===== src/hdl/tkbsd_ram.sv =====
// tkbsd_ram: generic simple dual-port RAM, one write and one registered read port.
// Read data updates only when re is high. No dependencies.
module tkbsd_ram #(
  parameter int WIDTH = 8,
  parameter int DEPTH = 64
) (
  input  logic                     clk,
  input  logic                     we,
  input  logic [$clog2(DEPTH)-1:0] waddr,
  input  logic [WIDTH-1:0]         wdata,
  input  logic                     re,
  input  logic [$clog2(DEPTH)-1:0] raddr,
  output logic [WIDTH-1:0]         rdata
);
  logic [WIDTH-1:0] mem [DEPTH];

  always_ff @(posedge clk) begin
    if (we) begin
      mem[waddr] <= wdata;
    end
    if (re) begin
      rdata <= mem[raddr];
    end
  end
endmodule


===== config.mk =====
export PLATFORM = sky130hd
export DESIGN_NAME = tkbsd_ram
export DESIGN_NICKNAME = d
export VERILOG_FILES = /design/src/hdl/tkbsd_ram.sv
export SDC_FILE = /design/constraint.sdc
export NUM_CORES = 1
export LEC_CHECK = 0
export BUFFER_PORTS_ARGS = -buffer_cell sky130_fd_sc_hd__buf_2
export CORE_ASPECT_RATIO = 0.7
export CORE_MARGIN = 2
export CORE_UTILIZATION = 49
export CTS_CLUSTER_DIAMETER = 30
export DETAILED_ROUTE_END_ITERATION = 6
export PLACE_DENSITY = 0.64
export RECOVER_POWER = 25
export SETUP_SLACK_MARGIN = 0.4
export SLEW_MARGIN = 20
export SYNTH_ARGS = -nofsm -noshare
export SYNTH_HDL_FRONTEND = slang
export SYNTH_SLANG_ARGS = --single-unit

===== constraint.sdc =====
create_clock -name clk -period 2.4 [get_ports clk]
set_clock_uncertainty 0.1 [all_clocks]
set_input_delay 0.6 -clock clk [delete_from_list [all_inputs] [get_ports clk]]
set_output_delay 0.6 -clock clk [all_outputs]
set_load 0.01 [all_outputs]

* Word-level counts from Yosys, hierarchy flattened
Memories as Yosys holds them, arrays and structs flattened. A register that Yosys moved wholly into a read port is not among the register bits. Index checks and enable logic that the tools add are counted.
Word-level totals: register bits after elaboration 0, bits in writable memories 512, input port bits 23, output and inout bits 8, logic and storage cells 3, memories 1
Operators by class: multiplexer cells 2
Memory list:
- mem | words 64, width 8, read ports 1, clocked after Yosys merged registers in 1, write ports 1, RTL line 15 | logic [WIDTH-1:0] mem [DEPTH];
Operators by type and width (count):
- $mux 1 | 2

* Longest topological paths before layout
depth after elaboration 2, mapped depth 9

* Worst setup path after synthesis
OpenSTA, ideal clock, no wires.
path type input to register, start input raddr[1], end register rdata[3], read port of mem, data pin, setup time 0.266 ns, data arrival time 2.140 ns, data required time 2.034 ns, setup slack -0.106 ns, cell stages on the path 7, cell sequence buf_4 -> buf_2 -> buf_2 -> mux4_2 -> mux4_2 -> o21ai_1 -> o41ai_1
RTL lines:
- start: declaration | RTL line 12 | input logic [$clog2(DEPTH)-1:0] raddr,
- end: declaration | RTL line 13 | output logic [WIDTH-1:0] rdata

==> metrics <==
H-Tree Depth=3; Synth Instances=940; remaining antenna violation count=0; fin crit share=between 80% and 90%; top post-synthesis cells by count=edfxtp_1, mux4_2, nor2_1; #FFs+latches synth=520; Post-CTS Hold Buffers=0; vias per cell=just under 6; net switching power=4.98 mW; die width=247 um; post-synth cell types=39; CP arrival=around 2.3 ns; core area=40900 um2; setup violators final=0; Hold Path Class=in2reg; max_cap viols=0; Filler Cells Inserted=2791; Internal=17.9 mW; vias in the first global route=10400; Synth Flop Type=edfxtp_1; sequential power share=approximately 44%; clock sinks=520; clock tree buffer depth=3; first-pass GRT wire length=between 70 and 80 mm; switch share=21.7%; clock power share=50.7%; Wirelength per Cell=26.9 um; post-layout util=62.5%; setup TNS=0 ns; R2R cell count=4; nets@finish=1191; slew margin rel.=4.67%; largest area contributor in the netlist=edfxtp_1; Syn-to-layout area delta=26.2%; DRT Pass-1 Iters=5; initial antenna violation count=4; largest cells by area after synthesis=edfxtp_1, mux4_2, nor2_1; final hold violation count=0; Worst Setup Start Kind=register; CP Max Fanout=1; reg-to-reg startpoint=mem[39][3]$_DFFE_PP_; ratio of cells with drive above 1 in the final layout=43.6%; vias post-DR=10400; Leak=around 8.4 nW; Top Ports=31; Final Critical Period=2.12 ns; Die Area=43000 um2; register area share after synthesis=just under 80%; footprint of the multi-input gates=around 4700 um2; register area=15600 um2; Die H=174 um; Final Total Pwr=22.9 mW; most frequent cell after synthesis=edfxtp_1; max frequency=471 MHz; clock buffer count from CTS=78; Hold Path Depth=1; Async SR Flop Fraction=0%; Synth top area share=77.1%; drt drc=0; # port buffers=30; CTS tree=done; unrepaired setup endpoints after global routing=yes; Total GRT Usage=23.0%; row count=62; Post-Route WL=47.9 mm; peak supply drop=around 610 uV; Req. time, crit path=2.62 ns; Slew Viols, Final=0; initial DRC count=1108; Root Driver=clkbuf_16; power share of the combinational group=between 5 and 6%; clock-pin slew on the worst setup and hold paths=0.06 ns; DP Wirelength=29.4 mm; worst-margin pin slew=1.43 ns; run status=finished, final reports clean; number of flops mapped to enable cells by yosys=520; mapped cell area=around 20000 um2; critical path capture point type=register; Clock Latency Late Sink=0.59 ns; Synthesized Nets=963; RePlAce Congestion=0.814; pin count of the biggest net entering global routing=65; PD cells=897 nW/um2; Worst Setup Path Type=reg2reg; HP Start=re; YS warnings=0; Starting Density=49.5%; total gr overflow=0; CP startpoint=mem[39][3]$_DFFE_PP_; syn_area_per_cell=21.5 um2
-- placed cells by master, fill, tap and decap left out, types with 13 or more instances in the layout --
master     synthesis  layout
edfxtp_1         520     520
nor2_4             0      21
nor2b_1           14      14
buf_12             2      17
buf_4             13     136
mux2i_1           23      22
nor2_2             0      21
clkbuf_16          0      83
nand2_1           19      17
mux4_2           126     126
buf_2             11      24
inv_6              0      13
nor2_1            83      41
-- state kept, by name (all words and copies together) (netlist names) --
register	cells
mem	512
rdata	8
-- cells by family after synthesis --
family                 Yosys count  share of synthesized area [%]
and+or+nand+nor                153                           3.37
buffers and inverters           51                           1.56
AOI/OAI and AO/OA               54                           2.06
DFF                            520                           77.1
muxes                          162                           15.9
-- per-stage QoR --
| step | cells | worst slack, ns | hold WS (ns) | instance area, um2 |
|---|---|---|---|---|
| after CTS | 1776 | 0.275 | 0.301 | 25500 |
| after floorplan | 940 | 0.0147 | 0.599 | 20500 |
| after detailed placement | 1613 | -0.768 | 0.800 | 22300 |
| after global placement | 1613 | -0.811 | 0.802 | 22300 |
| final | 1780 | 0.279 | 0.488 | 25600 |
| after global routing | 1778 | 0.208 | 0.483 | 25500 |
-- power groups by stage --
stage / logic, mW / registers (mW) / clock network [mW]
3_3_place_gp: 1.06 / 10.3 / 0
2_1_floorplan: 0.561 / 10.3 / 0
5_1_grt: 1.26 / 10.1 / 12.2
4_1_cts: 1.18 / 10.1 / 11.8
6_report: 1.19 / 10.1 / 11.6
3_5_place_dp: 1.07 / 10.3 / 0
-- final timing paths --
check / endpoint / slack, ns
worst min-delay path: rdata[6]$_DFFE_PP_ / 0.49
worst min register to register: rdata[4]$_DFFE_PP_ / 0.81
worst max-delay path: rdata[3]$_DFFE_PP_ / 0.28
worst max register to register: rdata[3]$_DFFE_PP_ / 0.28
-- cell type report --
cell class,count,area share [%]
Clock buffer,88,8.12
Sequential cell,520,61.1
Timing Repair Buffer,199,7.04
Tap cell,544,2.66
Multi-Input combinational cell,369,18.5
Clock inverter,57,2.56
Antenna cell,3,0.0294
-- worst max-delay path: stages, from the launching register on --
cell and delay [ns]:
edfxtp_1 0.36, mux4_2 0.50, mux4_2 0.52, o21ai_4 0.26, o41ai_2 0.11
-- repair_timing --
item,CTS,global route
setup buffers,14,1
hold endpoints to repair,0,0
pin swaps,8,3
endpoints found under the setup margin,8,8
resized for setup,42,14
gates cloned,4,0
-- layer usage --
metal | routed length (um) | vias up | GRT usage (%)
li1 | - | 4447 | -
met1 | 21300 | 5452 | 35.5
met2 | 21000 | 436 | 31.9
met3 | 4780 | 69 | 7.61
met4 | 829 | 2 | 5.35
met5 | 12 | - | 0
Power figures use the tool's default switching activity.
